--- src/rrp_pkg.sv ---
`timescale 1ns / 1ps
// ----------------------------------------------------------------------------
// rrp_pkg
// Shared types and constants of the multibulk request parser.
// ----------------------------------------------------------------------------
package rrp_pkg;

  // Protocol characters
  localparam logic [7:0] CH_STAR   = 8'h2A;
  localparam logic [7:0] CH_DOLLAR = 8'h24;
  localparam logic [7:0] CH_CR     = 8'h0D;
  localparam logic [7:0] CH_LF     = 8'h0A;
  localparam logic [7:0] CH_ZERO   = 8'h30;
  localparam logic [7:0] CH_NINE   = 8'h39;

  // Result queue sizing
  localparam int FIFO_DEPTH = 4;
  localparam int FIFO_PTR_W = $clog2(FIFO_DEPTH);
  localparam int FIFO_CNT_W = $clog2(FIFO_DEPTH + 1);

  typedef enum logic [2:0] {
    EV_START = 3'd0,
    EV_LEN   = 3'd1,
    EV_PAY   = 3'd2,
    EV_DONE  = 3'd3,
    EV_FAIL  = 3'd4
  } ev_t;

  typedef enum logic [1:0] {
    CAUSE_HEADER = 2'd0,
    CAUSE_RANGE  = 2'd1,
    CAUSE_EOD    = 2'd2
  } cause_t;

  typedef struct packed {
    ev_t         event_res;
    logic [15:0] arg_count;
    logic [15:0] arg_index;
    logic [31:0] arg_length;
    logic [7:0]  payload_byte;
    logic        last_of_arg;
    cause_t      fail_cause;
    logic        last;
  } result_t;

endpackage

--- src/rrp_core.sv ---
`timescale 1ns / 1ps
// ----------------------------------------------------------------------------
// rrp_core
// Parser state and per-byte decode; emits up to two results per byte.
// ----------------------------------------------------------------------------
module rrp_core #(
  parameter int LEN_BITS   = 32,
  parameter int COUNT_BITS = 16
) (
  input  logic             clk,
  input  logic             rst_n,
  input  logic             step,
  input  logic [7:0]       data_byte,
  input  logic             end_of_data,
  output logic [1:0]       n_res,
  output rrp_pkg::result_t res0,
  output rrp_pkg::result_t res1
);
  import rrp_pkg::*;

  localparam int ACC_W  = (LEN_BITS > COUNT_BITS) ? LEN_BITS : COUNT_BITS;
  localparam int PROD_W = ACC_W + 4;

  typedef enum logic [2:0] {
    PH_HUNT  = 3'd0,
    PH_COUNT = 3'd1,
    PH_LEN   = 3'd2,
    PH_PAY   = 3'd3,
    PH_TRAIL = 3'd4
  } phase_t;

  phase_t                phase_r, phase_nxt;
  logic [1:0]            lp_r, lp_nxt;
  logic [ACC_W-1:0]      acc_r, acc_nxt;
  logic [COUNT_BITS-1:0] cnt_r, cnt_nxt;
  logic [COUNT_BITS-1:0] cur_r, cur_nxt;
  logic [LEN_BITS-1:0]   left_r, left_nxt;
  logic [1:0]            trail_r, trail_nxt;

  logic [PROD_W-1:0]     prod;
  logic                  is_count;
  logic                  too_big;
  logic                  is_digit;
  logic [7:0]            marker;
  logic [COUNT_BITS-1:0] cur_inc;
  result_t               r0, r1;

  // acc*10 + digit, then range check against the field's width
  assign prod = ({{4{1'b0}}, acc_r} << 3) + ({{4{1'b0}}, acc_r} << 1)
              + PROD_W'(data_byte - CH_ZERO);
  assign is_count = (phase_r == PH_COUNT);
  assign too_big  = is_count ? ((prod >> COUNT_BITS) != '0) : ((prod >> LEN_BITS) != '0);
  assign is_digit = (data_byte >= CH_ZERO) && (data_byte <= CH_NINE);
  assign marker   = is_count ? CH_STAR : CH_DOLLAR;
  assign cur_inc  = cur_r + 1'b1;

  always_comb begin
    phase_nxt = phase_r;
    lp_nxt    = lp_r;
    acc_nxt   = acc_r;
    cnt_nxt   = cnt_r;
    cur_nxt   = cur_r;
    left_nxt  = left_r;
    trail_nxt = trail_r;
    n_res     = 2'd0;
    r0        = '0;
    r1        = '0;

    if (end_of_data) begin
      if (phase_r == PH_COUNT || phase_r == PH_LEN || phase_r == PH_PAY ||
          phase_r == PH_TRAIL) begin
        n_res           = 2'd1;
        r0.event_res    = EV_FAIL;
        r0.arg_count    = 16'(cnt_r);
        r0.arg_index    = 16'(cur_r);
        r0.fail_cause   = CAUSE_EOD;
      end
      phase_nxt = PH_HUNT;
      lp_nxt    = 2'd0;
      if (phase_r == PH_HUNT) begin
        lp_nxt = lp_r;
      end
    end else begin
      unique case (phase_r)
        PH_COUNT, PH_LEN: begin
          logic bad, big, done;
          bad  = 1'b0;
          big  = 1'b0;
          done = 1'b0;
          unique case (lp_r)
            2'd0: begin
              if (data_byte != marker) bad = 1'b1;
              else lp_nxt = 2'd1;
            end
            2'd1: begin
              if (is_digit) begin
                if (too_big) big = 1'b1;
                else acc_nxt = prod[ACC_W-1:0];
              end else if (data_byte == CH_CR) begin
                lp_nxt = 2'd2;
              end else begin
                bad = 1'b1;
              end
            end
            default: begin
              if (data_byte == CH_LF) done = 1'b1;
              else bad = 1'b1;
            end
          endcase

          if (bad || big) begin
            n_res         = 2'd1;
            r0.event_res  = EV_FAIL;
            r0.arg_count  = 16'(cnt_r);
            r0.arg_index  = 16'(cur_r);
            r0.fail_cause = big ? CAUSE_RANGE : CAUSE_HEADER;
            phase_nxt     = PH_HUNT;
            lp_nxt        = 2'd0;
          end else if (done && is_count) begin
            cnt_nxt      = acc_r[COUNT_BITS-1:0];
            n_res        = 2'd1;
            r0.event_res = EV_START;
            r0.arg_count = 16'(acc_r[COUNT_BITS-1:0]);
            if (acc_r[COUNT_BITS-1:0] == '0) begin
              // empty request: start and done from the same byte
              n_res        = 2'd2;
              r1.event_res = EV_DONE;
              r1.arg_count = 16'(acc_r[COUNT_BITS-1:0]);
              phase_nxt    = PH_HUNT;
              lp_nxt       = 2'd0;
            end else begin
              phase_nxt = PH_LEN;
              lp_nxt    = 2'd0;
              acc_nxt   = '0;
            end
          end else if (done) begin
            left_nxt      = acc_r[LEN_BITS-1:0];
            n_res         = 2'd1;
            r0.event_res  = EV_LEN;
            r0.arg_count  = 16'(cnt_r);
            r0.arg_index  = 16'(cur_r);
            r0.arg_length = 32'(acc_r);
            lp_nxt        = 2'd0;
            if (acc_r[LEN_BITS-1:0] == '0) begin
              phase_nxt = PH_TRAIL;
              trail_nxt = 2'd2;
            end else begin
              phase_nxt = PH_PAY;
            end
          end
        end

        PH_PAY: begin
          logic [LEN_BITS-1:0] rem;
          rem = (left_r != '0) ? left_r - 1'b1 : left_r;
          left_nxt        = rem;
          n_res           = 2'd1;
          r0.event_res    = EV_PAY;
          r0.arg_count    = 16'(cnt_r);
          r0.arg_index    = 16'(cur_r);
          r0.arg_length   = 32'(acc_r);
          r0.payload_byte = data_byte;
          r0.last_of_arg  = (rem == '0);
          if (rem == '0) begin
            phase_nxt = PH_TRAIL;
            trail_nxt = 2'd2;
          end
        end

        PH_TRAIL: begin
          logic [1:0] t;
          t = (trail_r != 2'd0) ? trail_r - 2'd1 : trail_r;
          trail_nxt = t;
          if (t == 2'd0) begin
            cur_nxt = cur_inc;
            if (cur_inc >= cnt_r) begin
              n_res        = 2'd1;
              r0.event_res = EV_DONE;
              r0.arg_count = 16'(cnt_r);
              phase_nxt    = PH_HUNT;
              lp_nxt       = 2'd0;
            end else begin
              phase_nxt = PH_LEN;
              lp_nxt    = 2'd0;
              acc_nxt   = '0;
            end
          end
        end

        default: begin
          // hunting, and any stray phase code behaves the same
          phase_nxt = PH_HUNT;
          if (phase_r != PH_HUNT) lp_nxt = 2'd0;
          if (data_byte == CH_STAR) begin
            cnt_nxt   = '0;
            cur_nxt   = '0;
            acc_nxt   = '0;
            left_nxt  = '0;
            trail_nxt = 2'd0;
            lp_nxt    = 2'd1;
            phase_nxt = PH_COUNT;
          end
        end
      endcase
    end

    if (n_res == 2'd2) r1.last = 1'b1;
    else if (n_res == 2'd1) r0.last = 1'b1;
  end

  assign res0 = r0;
  assign res1 = r1;

  always_ff @(posedge clk) begin
    if (!rst_n) begin
      phase_r <= PH_HUNT;
      lp_r    <= 2'd0;
      acc_r   <= '0;
      cnt_r   <= '0;
      cur_r   <= '0;
      left_r  <= '0;
      trail_r <= 2'd0;
    end else if (step) begin
      phase_r <= phase_nxt;
      lp_r    <= lp_nxt;
      acc_r   <= acc_nxt;
      cnt_r   <= cnt_nxt;
      cur_r   <= cur_nxt;
      left_r  <= left_nxt;
      trail_r <= trail_nxt;
    end
  end

endmodule

--- src/rrp_out_fifo.sv ---
`timescale 1ns / 1ps
// ----------------------------------------------------------------------------
// rrp_out_fifo
// Small result queue: takes up to two words per cycle, hands out one.
// ----------------------------------------------------------------------------
module rrp_out_fifo (
  input  logic             clk,
  input  logic             rst_n,
  input  logic [1:0]       n_push,
  input  rrp_pkg::result_t push0,
  input  rrp_pkg::result_t push1,
  output logic             has_room,
  output logic             out_valid,
  input  logic             out_ready,
  output rrp_pkg::result_t out_word
);
  import rrp_pkg::*;

  result_t                 mem_r [FIFO_DEPTH];
  logic [FIFO_PTR_W-1:0]   wr_ptr_r, wr_ptr_nxt;
  logic [FIFO_PTR_W-1:0]   rd_ptr_r, rd_ptr_nxt;
  logic [FIFO_CNT_W-1:0]   count_r, count_nxt;
  logic [FIFO_PTR_W-1:0]   wr_ptr_p1;
  logic                    pop;

  assign pop        = out_valid && out_ready;
  assign out_valid  = (count_r != '0);
  assign out_word   = mem_r[rd_ptr_r];
  // room for a worst-case byte (two words)
  assign has_room   = (count_r <= FIFO_CNT_W'(FIFO_DEPTH - 2));
  assign wr_ptr_p1  = wr_ptr_r + 1'b1;

  assign wr_ptr_nxt = wr_ptr_r + FIFO_PTR_W'(n_push);
  assign rd_ptr_nxt = rd_ptr_r + FIFO_PTR_W'(pop);
  assign count_nxt  = count_r + FIFO_CNT_W'(n_push) - FIFO_CNT_W'(pop);

  always_ff @(posedge clk) begin
    if (!rst_n) begin
      wr_ptr_r <= '0;
      rd_ptr_r <= '0;
      count_r  <= '0;
    end else begin
      wr_ptr_r <= wr_ptr_nxt;
      rd_ptr_r <= rd_ptr_nxt;
      count_r  <= count_nxt;
    end
  end

  always_ff @(posedge clk) begin
    if (n_push != 2'd0) mem_r[wr_ptr_r] <= push0;
    if (n_push == 2'd2) mem_r[wr_ptr_p1] <= push1;
  end

  a_count_bound: assert property (@(posedge clk) disable iff (!rst_n)
    count_r <= FIFO_CNT_W'(FIFO_DEPTH))
    else $error("result queue count out of range");

  a_no_overrun: assert property (@(posedge clk) disable iff (!rst_n)
    (n_push != 2'd0) |->
      ((FIFO_CNT_W + 1)'(count_r) + (FIFO_CNT_W + 1)'(n_push) <= (FIFO_CNT_W + 1)'(FIFO_DEPTH)))
    else $error("result queue overrun");

  a_pop_only: assert property (@(posedge clk) disable iff (!rst_n)
    (pop && n_push == 2'd0) |=> (count_r == $past(count_r) - 1'b1))
    else $error("result queue count did not drop on pop");

endmodule

--- src/resp_request_parser.sv ---
`timescale 1ns / 1ps
// ----------------------------------------------------------------------------
// resp_request_parser
// Byte-serial multibulk request parser with a streaming result port.
// ----------------------------------------------------------------------------
// Takes one stream byte per clock and decodes it in the same cycle against
// the parser state; the events it causes (none, one, or two for a request with a
// zero count) go into a four-word result queue that drives the out_ port.
// The input accepts a byte every cycle while the queue has room for two
// words, so with the output side always ready the rate is one byte per
// clock; an empty request adds one extra output word. in_tlast marks end of
// stream: a request in progress then reports a failure.
// ----------------------------------------------------------------------------
module resp_request_parser #(
  parameter int LEN_BITS   = 32,
  parameter int COUNT_BITS = 16
) (
  input  logic        clk,
  input  logic        rst_n,
  input  logic        in_tvalid,
  output logic        in_tready,
  input  logic [7:0]  in_tdata,   // [7:0] data_byte
  input  logic        in_tlast,   // end_of_data
  output logic        out_tvalid,
  input  logic        out_tready,
  output logic [79:0] out_tdata,  // arg_count, arg_index, arg_length, payload_byte,
                                  // last_of_arg, fail_cause, zero fill
  output logic [2:0]  out_tuser,  // event_res
  output logic        out_tlast   // last word caused by this byte
);
  import rrp_pkg::*;

  logic       step;
  logic [1:0] n_res;
  logic       has_room;
  result_t    res0, res1, head;

  assign in_tready = has_room;
  assign step      = in_tvalid && in_tready;

  rrp_core #(
    .LEN_BITS   (LEN_BITS),
    .COUNT_BITS (COUNT_BITS)
  ) u_core (
    .clk         (clk),
    .rst_n       (rst_n),
    .step        (step),
    .data_byte   (in_tdata),
    .end_of_data (in_tlast),
    .n_res       (n_res),
    .res0        (res0),
    .res1        (res1)
  );

  rrp_out_fifo u_fifo (
    .clk       (clk),
    .rst_n     (rst_n),
    .n_push    (step ? n_res : 2'd0),
    .push0     (res0),
    .push1     (res1),
    .has_room  (has_room),
    .out_valid (out_tvalid),
    .out_ready (out_tready),
    .out_word  (head)
  );

  assign out_tdata = {5'd0, head.fail_cause, head.last_of_arg, head.payload_byte,
                      head.arg_length, head.arg_index, head.arg_count};
  assign out_tuser = head.event_res;
  assign out_tlast = head.last;

endmodule
--- config.mk ---
export PLATFORM = sky130hd
export DESIGN_NAME = resp_request_parser
export DESIGN_NICKNAME = d
export VERILOG_FILES = /design/src/rrp_pkg.sv /design/src/rrp_core.sv /design/src/rrp_out_fifo.sv /design/src/resp_request_parser.sv
export SDC_FILE = /design/constraint.sdc
export NUM_CORES = 1
export LEC_CHECK = 0
export BUFFER_PORTS_ARGS = -buffer_cell sky130_fd_sc_hd__buf_4
export CELL_PAD_IN_SITES_DETAIL_PLACEMENT = 0
export CELL_PAD_IN_SITES_GLOBAL_PLACEMENT = 2
export CORE_ASPECT_RATIO = 1.4
export CORE_MARGIN = 10
export CORE_UTILIZATION = 36
export DETAILED_ROUTE_END_ITERATION = 10
export PLACE_DENSITY_LB_ADDON = 0.1
export SLEW_MARGIN = 20
export SYNTH_ARGS = -nofsm -noshare
export SYNTH_HDL_FRONTEND = slang
export SYNTH_SLANG_ARGS = --single-unit
--- constraint.sdc ---
create_clock -name clk -period 9.15 [get_ports clk]
set_input_delay 1.83 -clock clk [delete_from_list [all_inputs] [get_ports clk]]
set_output_delay 1.83 -clock clk [all_outputs]
set_load 0.01 [all_outputs]
# Yosys cells after proc, flatten, opt, wreduce, memory -nomap -nowiden
# Memory sizes are Yosys's and may differ from the RTL's. A register that Yosys moved wholly into a read port is not among the register bits.
# Index checks and enable logic that the tools add are counted.
# W data, S select, Z words.
totals:
  reg_bits: 110
  latch_bits: 0
  ram_bits: 316
  mem_bits_ro: 0
  input_bits: 13
  output_inout_bits: 86
  word_cells: 214
  n_memories: 1
memory_table:
  columns: ["memory", "depth", "word_bits", "read_ports", "rd_ports_with_merged_regs", "wr", "line_no", "text"]
  rows:
  - ["u_fifo.mem_r", 4, 79, 1, 1, 2, "rrp_out_fifo.sv:19", "result_t mem_r [FIFO_DEPTH];"]
op_classes:
  addsub: 11
  mul: 0
  div_mod_pow: 0
  magnitude_cmp: 4
  eq_ne: 29
  n_shift: 0
  mux: 116
  bitwise_logic: 5
  reduce_logical: 38
ops:
  columns: ["op", "count"]
  rows:
  - ["$mux W32", 14]
  - ["$mux W67", 4]
  - ["$pmux W32 S3", 2]
  - ["$mux W19", 6]
  - ["$mux W35", 3]
  - ["$pmux W48 S2", 1]
  - ["$reduce_bool A36 Y1", 2]
  - ["$mux W65", 1]
  - ["$logic_not A32 Y1", 2]
  - ["$mux W16", 4]
  - ["$pmux W16 S2", 2]
  - ["$mux W2", 31]
  - ["$pmux W19 S3", 1]
  - ["$mux W48", 1]
  - ["$mux W41", 1]
  - ["$add A35 B33 Y36", 1]
  - ["$add A36 B36 Y36", 1]
  - ["$mux W18", 2]
  - ["$reduce_bool A32 Y1", 1]
  - ["$sub A32 B1 Y32 const B", 1]
  - ["$mux W1", 28]
  - ["$mux W3", 7]
  - ["$pmux W2 S3", 3]
  - ["$add A16 B1 Y16 const B", 1]
  - ["other kinds (49)", 83]

# Longest topological paths before layout
# Gate-level depths: netlist of the first run.
depth:
  word_depth: 17
  ltp_mapped: 28
  depth_no_buf: 24

# By module
# A second synthesis of the first run with hierarchy kept.
unflattened:
  cells_unflattened: 2126
  area_unflattened_um2: 25844.8
by_module_without_submodules:
  columns: ["module", "instances", "cells_each", "area_per_inst_um2", "seq_area_each_um2"]
  rows:
  - ["rrp_out_fifo", 1, 810, 15571.2, 9629.2]
  - ["rrp_core", 1, 1307, 10213.5, 2062.0]
  - ["resp_request_parser", 1, 9, 60.1, 0.0]

# Worst setup path after synthesis of the first run
# No wires, ideal clock.
synth_timing:
  path_type: "input to register"
  start: "in in_tdata[4]"
  end: "reg u_fifo.count_r[2]"
  setup_ns: 0.115
  arrival_time_ns: 9.000
  required_ns: 9.035
  path_slack_ns: 0.035
  stages: 24
  n_path_buf: 2
  path_cell_list: "ha_1 > nor3_1 > fa_1 > ha_1 > buf_2 > nand4_2 > a2111oi_2 > o21ai_1 > a31oi_4 > a311o_1 > nand4b_1 > nor4_4 > a31o_1 > buf_6 > a21oi_1 > o21ai_0 > ha_1 > inv_1 > ha_1 > inv_1 > fa_1 > xor2_1 > xnor2_1 > and2_1"
synth_via:
  elab_chain_len: 16
  word_cells_on_any_way: 37
  cone_classes: "add/sub (4); order compare (2); eq/ne (3); mux (23); reduce/logical (5)"
synth_rtl:
  columns: ["element", "line_no", "text"]
  rows:
  - ["start: declaration", "resp_request_parser.sv:22", "input logic [7:0] in_tdata,"]
  - ["$sub A8 B6 Y9", "rrp_core.sv:50", "+ PROD_W'(data_byte - CH_ZERO);"]
  - ["$add A36 B36 Y36", "rrp_core.sv:50", null]
  - ["$reduce_bool A36 Y1", "rrp_core.sv:52", "assign too_big = is_count ? ((prod >> COUNT_BITS) != '0) : ((prod >> LEN_BITS) != '0);"]
  - ["$mux W1", "rrp_core.sv:52", null]
  - ["$mux W1", "rrp_core.sv:97", "if (too_big) big = 1'b1;"]
  - ["$mux W1", "rrp_core.sv:96", "if (is_digit) begin"]
  - ["$mux W1", "rrp_core.sv:90", "unique case (lp_r)"]
  - ["$mux W1", "rrp_core.sv:84", "unique case (phase_r)"]
  - ["$mux W1", "rrp_core.sv:69", "if (end_of_data) begin"]
  - ["$logic_or A1 B1 Y1", "rrp_core.sv:111", "if (bad || big) begin"]
  - ["$mux W2 (*)", "rrp_core.sv:111", null]
  - ["$pmux W2 S3 (*)", "rrp_core.sv:84", null]
  - ["$mux W2 (*)", "rrp_core.sv:69", null]
  - ["$mux W2 (*)", "resp_request_parser.sv:58", ".n_push (step ? n_res : 2'd0),"]
  - ["$add A3 B2 Y3 (*)", "rrp_out_fifo.sv:35", "assign count_nxt = count_r + FIFO_CNT_W'(n_push) - FIFO_CNT_W'(pop);"]
  - ["$sub A3 B1 Y3 (*)", "rrp_out_fifo.sv:35", null]
  - ["end signal: assignment", "rrp_out_fifo.sv:45", "count_r <= count_nxt;"]
  - ["end: declaration", "rrp_out_fifo.sv:22", "logic [FIFO_CNT_W-1:0] count_r, count_nxt;"]
# Every way passes the cells marked *; elsewhere a longest branch is shown, timed or not. The select of a mux whose other input is x is not followed.
# A chain may end at the register's enable or synchronous reset.

# Worst setup path after layout of the first run
# Same ends and word-level chain as after synthesis.

==> results of run 1 <==
==> power by group <==
part	internal (W)	switching [W]
Combinational	0.000247	0.000350
Clock	0.00114	0.000829
Sequential	0.00193	0.0000777
Total	0.00332	0.00126
==> worst min-delay path: stages, from the launching register on <==
cell	delay (ns)
dfxtp_1	0.31
nand2_1	0.05
o21ai_0	0.06
==> state kept, by name (all words and copies together) (netlist names) <==
signal,count
u_core.lp_r,2
u_core.phase_r,3
u_core.acc_r,32
u_core.trail_r,2
u_core.cnt_r,16
u_core.cur_r,16
u_core.left_r,32
u_fifo.count_r,3
u_fifo.wr_ptr_r,2
u_fifo.rd_ptr_r,2
u_fifo.mem_r,316
==> layout by cell type, fill, tap and decap left out, types with 8 or more instances in the layout <==
master,synthesis,routed
a21oi_1,211,211
and2_1,77,75
a21o_1,19,19
xnor2_1,35,35
or2_2,8,8
a221oi_1,10,10
clkbuf_1,150,11
nor4_1,25,25
buf_4,10,149
nor3b_1,11,11
nor2b_1,36,36
nand3_1,172,171
ha_1,64,64
a211oi_1,32,29
mux4_2,79,79
mux2i_1,10,10
edfxtp_1,76,76
a22oi_1,29,29
o21ai_0,257,256
nand2b_1,14,14
nand2_1,147,147
clkbuf_16,0,47
inv_1,59,59
o21a_1,14,14
o211ai_1,13,13
or3_1,13,13
a21boi_0,12,12
a32o_1,63,63
nor3_1,48,47
xor2_1,28,28
dfxtp_1,350,348
nor2_1,178,175
a22o_1,47,47
fa_1,32,32
nand4_1,20,20
and3_1,25,25
==> area by class of cell <==
cell class,count,area (µm²)
Inverter,59,221.5
Sequential cell,426,9296
Antenna cell,1,2.502
Timing Repair Buffer,151,1159
Clock inverter,23,301.5
Fill cell,6543,38810
Tap cell,847,1060
Multi-Input combinational cell,1850,13170
Clock buffer,61,1259
==> logic make-up (layout without fill, tap and decap cells) <==
group / Yosys count / count (layout)
and+or+nand+nor: 816 / 816
muxes: 90 / 90
buffers and inverters: 287 / 294
adders and majority gates: 97 / 97
DFF: 426 / 426
AOI/OAI and AO/OA: 779 / 779
xor gates and xnor gates: 63 / 63
other: 1 / 6
==> per-layer routing <==
| layer | vias to the layer above | routed length (µm) |
|---|---|---|
| met5 | - | 13 |
| met4 | 2 | 3344 |
| met3 | 139 | 4116 |
| met2 | 612 | 45610 |
| met1 | 10310 | 35910 |
| li1 | 9406 | - |
==> through the flow <==
stage | setup WS, ns | utilization | area [µm²] | instances | total power [W]
floorplan | 0.03514 | - | 23600 | 2563 | 0.002400
global placement | 1.219 | 0.3815 | 24900 | 3333 | 0.002652
detailed placement | 1.114 | 0.3815 | 24900 | 3333 | 0.002654
CTS | 1.701 | 0.4054 | 26460 | 3417 | 0.004637
global route | 1.226 | 0.4054 | 26470 | 3417 | 0.004734
finish | 1.680 | 0.4055 | 26470 | 3418 | 0.004578
==> final timing paths <==
path | start | endpoint | slack [ns] | cells past startpoint
max | in_tdata[4] | u_fifo.count_r[2] | 1.68 | 24
min | u_fifo.mem_r[2][16] | u_fifo.mem_r[2][16] | 0.46 | 2
max reg2reg | u_core.acc_r[1] | u_fifo.count_r[2] | 2.76 | 22
min reg2reg | u_fifo.mem_r[2][16] | u_fifo.mem_r[2][16] | 0.46 | 2
==> flow_summary.json, run 1 <==
{
  "synth_top_family_by_area": "compound AO/OA/AOI/OAI gates",
  "vdd_drop_max_uv": 162.0,
  "wl_um": 88990,
  "met3_usage": 0.02793,
  "cp_slowest_stage_delay_ns": 0.50,
  "async_reset_ff_frac": 0,
  "path_clk_slew_ns": 0.06,
  "end_kind": "flip-flop",
  "ys.flop_type": "dfxtp_1",
  "synth-edff-count": 76,
  "grt_pass1_wl_um": 133100,
  "place.gp.congestion": 0.8964,
  "cts_inserted_buffers": 46,
  "relSlewSlack": 0.3251,
  "crit_required_ns": 9.61,
  "hold_slack_ns": 0.4567,
  "synthAdderAreaFrac": 0.06153,
  "worst_pin_slew_ns": 1.011,
  "status": "finished, final reports clean",
  "synth_compound_area_frac": 0.2127,
  "cts.repair.resized": 0,
  "yosysMostFrequentCell": "dfxtp_1",
  "crit_path_max_fanout": 27,
  "max_cap_violations": 0,
  "grt_max_degree": 90,
  "skew_ns": 0.02855,
  "synth_largest_area_cell": "dfxtp_1",
  "io-pin-count": 99,
  "gr-usage-all-layers": 0.2256,
  "min_period_over_period": 0.8164,
  "core_area_mm2": 0.06528,
  "tns_ns": 0,
  "cts_buffer_depth": 3,
  "drive_gt1_frac": 0.1350,
  "avgSynthCellArea_um2": 9.218,
  "yosys_warnings": 0,
  "clock-sinks": 426,
  "area_growth_pct": 12.21,
  "report.final.slew_viol_count": 0,
  "first_pass_iters": 6,
  "die_h_um": 322.9,
  "cp_slowest_cell": "fa_1",
  "synth_common_cells": "dfxtp_1, o21ai_0, a21oi_1",
  "min_period_ns": 7.470,
  "start_util": 0.3614,
  "synthSimpleGateAreaFrac": 0.1765,
  "crit_chain": "buf_4, ha_1, nor3_2, buf_4, fa_1, ha_1, a21oi_1, o21ai_0, a22o_1, nor3_1, mux2i_1, o211ai_1, nor4_2, a31o_1, a21oi_1, o21ai_0, ha_1, inv_1, ha_1, inv_1, fa_1, xor2_1, xnor2_1, and2_1",
  "ctsHoldBuffers": 0,
  "final_nets": 2643,
  "netlist_instances": 2559,
  "port_buffers": 93,
  "hold_path_class": "reg2reg",
  "cp-start-kind": "input pin",
  "clkLatencyLatePin_ns": 0.60,
  "wire_per_inst_um": 26.03,
  "cp.arrival_ns": 7.93,
  "drc_errors": 0,
  "busiest_layer": "met2",
  "cp_num_buf_inv": 4,
  "post_cts_buffers": 0,
  "synth_xor_area_frac": 0.02339,
  "h-tree-depth": 2,
  "setup_viol": 0,
  "yosysUniqueCellTypes": 94,
  "die_w_um": 236.3,
  "syn_area_mm2": 0.02359,
  "grt_pass1_vias": 20440,
  "max_freq_mhz": 133.9,
  "viasPerCell": 5.989,
  "cp_common_cell": "ha_1",
  "yosysSeqAreaShare": 0.3938,
  "rows": 111,
  "drt_iter0_markers": 1646,
  "overflow": 0,
  "ys_ff_latch": 426,
  "met2_usage": 0.4073,
  "hpwl_um": 58430,
  "cts_tree": "yes",
  "die-area_mm2": 0.07631,
  "synth_top_area_frac": 0.2971,
  "synthMuxAreaShare": 0.08015,
  "pwr_density_cell_mw_per_mm2": 172.9,
  "grtUsageMet1": 0.2676,
  "synth_area_leaders": "dfxtp_1, edfxtp_1, mux4_2",
  "vias": 20470,
  "finalHoldViolCount": 0,
  "antenna_found_initial": 5,
  "p_leak_nw": 9.392,
  "rsz0062_at_grt": "no",
  "ant_nets": 0,
  "critical_path_class": "in2reg",
  "cts_root_buf": "clkbuf_16",
  "cp_top_family": "adder cells"
}
Note: power is estimated with default switching activity, not from simulation.
==> inputs of run 2 (changes only) <==
clock period = 6.8 ns   (was 9.15 ns; I/O delays follow)
==> flow_summary.json, run 2 (synthesis results as in run 1) <==
{
  "status": "finished, final reports clean",
  "clkLatencyLatePin_ns": 0.59,
  "core_area_mm2": 0.06528,
  "cp.arrival_ns": 6.69,
  "finalHoldViolCount": 0,
  "end_kind": "flip-flop",
  "rrSetupSlack_ns": 1.15,
  "crit_path_max_fanout": 9,
  "final_nets": 2707,
  "start_util": 0.3614,
  "overflow": 0,
  "max_freq_mhz": 161.1,
  "n_antenna_cell": 0,
  "layout_commonest_cell": "dfxtp_1",
  "tns_ns": 0,
  "gr-usage-all-layers": 0.2247,
  "wl_um": 88430,
  "grt_max_degree": 89,
  "clock-sinks": 426,
  "cts_buffer_depth": 3,
  "design_area_mm2": 0.02708,
  "top_register": "u_fifo.mem_r",
  "place.gp.congestion": 0.8872,
  "top_regs": "u_fifo.mem_r (316), u_core.acc_r (32), u_core.left_r (32)",
  "drt_iter0_markers": 1628,
  "placed_area_mm2": 0.02559,
  "wire_per_inst_um": 25.41,
  "antenna_found_initial": 3,
  "rows": 111,
  "io-pin-count": 99,
  "skew_ns": 0.01404,
  "die-area_mm2": 0.07631,
  "cts_tree": "yes",
  "port_buffers": 93,
  "min_period_over_period": 0.9131,
  "post_cts_buffers": 0,
  "die_w_um": 236.3,
  "hold_slack_ns": 0.4556,
  "rsz0062_at_grt": "no",
  "critical_path_class": "in2reg",
  "first_pass_iters": 5,
  "largest_reg_flops": 316,
  "relSlewSlack": 0.2753,
  "report.final.slew_viol_count": 0,
  "cp-start-kind": "input pin",
  "max_cap_violations": 0,
  "final_cell_mix": "dfxtp_1, o21ai_0, a21oi_1",
  "ctsHoldBuffers": 0,
  "area_growth_pct": 14.79,
  "min_period_ns": 6.209,
  "setup_viol": 0,
  "path_clk_slew_ns": 0.06,
  "hpwl_um": 59950,
  "ant_nets": 0,
  "cts_root_buf": "clkbuf_16",
  "grt_pass1_wl_um": 133600,
  "die_h_um": 322.9,
  "vdd_drop_max_uv": 168.8,
  "drive_gt1_frac": 0.1603,
  "nFillCells": 6510,
  "worst_pin_slew_ns": 1.087,
  "vias": 20640,
  "hold_path_class": "reg2reg",
  "crit_required_ns": 7.28,
  "grt_pass1_vias": 20620,
  "viasPerCell": 5.930,
  "cts.repair.resized": 0,
  "pwr_density_cell_mw_per_mm2": 223.3,
  "h-tree-depth": 2,
  "p_leak_nw": 9.751,
  "drc_errors": 0,
  "cts_inserted_buffers": 45
}
==> run 2: changes by cell type in the layout (fill, tap and decap cells not counted), moves of 2 or more <==
cell	before	now
a21oi_2	1	3
o21ai_1	7	5
clkinvlp_4	6	2
a21oi_1	211	209
clkbuf_8	3	7
bufinv_16	6	2
o21ai_2	1	3
clkbuf_1	11	8
buf_12	2	12
ha_1	64	62
buf_4	149	204
clkinv_2	5	10
==> run 2: worst paths after layout <==
check | start | end | cells after the start
worst max-delay path | in_tdata[4] | u_fifo.count_r[2] | 24
worst min-delay path | u_fifo.mem_r[2][41] | u_fifo.mem_r[2][41] | 2
worst max register to register | u_core.cur_r[0] | u_fifo.count_r[2] | 25
worst min register to register | u_fifo.mem_r[2][41] | u_fifo.mem_r[2][41] | 2
==> run 2: report_power, final <==
part           internal, W  switching, W
clock network      0.00143       0.00109
registers          0.00260     0.0000902
logic             0.000353      0.000492
total              0.00438       0.00167
==> run 2: layer usage <==
layer	wire length, µm	vias to the layer above	part of all wire	GRT usage
met5	23	-	0.00026	0
met4	2891	4	0.033	0.07642
met3	3950	150	0.045	0.02963
met2	45860	582	0.52	0.4103
met1	35710	10370	0.40	0.2654
li1	-	9528	-	-
==> run 2: critical path: stages <==
cell	delay, ns
buf_4	0.14
ha_4	0.18
nor3_4	0.20
buf_12	0.17
fa_1	0.43
ha_1	0.44
nand2_1	0.14
nor4_2	0.43
a211oi_2	0.19
o31a_1	0.39
o41ai_2	0.25
xor2_1	0.16
a211oi_1	0.36
a31o_1	0.30
a21oi_2	0.08
o21ai_1	0.21
ha_1	0.26
inv_1	0.06
ha_1	0.14
inv_1	0.05
fa_2	0.33
xor2_1	0.15
xnor2_1	0.12
and2_1	0.15
==> run 2: through the flow <==
stage                     instances    util  power [W]  setup WS, ns
final                          3480  0.4148   0.006046        0.5908
after global routing           3480  0.4148   0.006263        0.2704
after CTS                      3480  0.4148   0.006118        0.6224
after detailed placement       3398  0.3920   0.003600       0.02257
after global placement         3398  0.3919   0.003603       0.07478
after floorplan                2563       -   0.003235       -0.1162
==> run 2: area by class of cell <==
cell class / instances / area [µm²] / area share
clock buffers: 63 / 1308 / 0.04829
clock inverters: 19 / 177.7 / 0.006562
inverters: 59 / 221.5 / 0.008179
multi-input cells: 1850 / 13240 / 0.4890
flip-flops and latches: 426 / 9296 / 0.3433
well taps: 847 / 1060 / 0.03914
repair buffers: 216 / 1772 / 0.06543
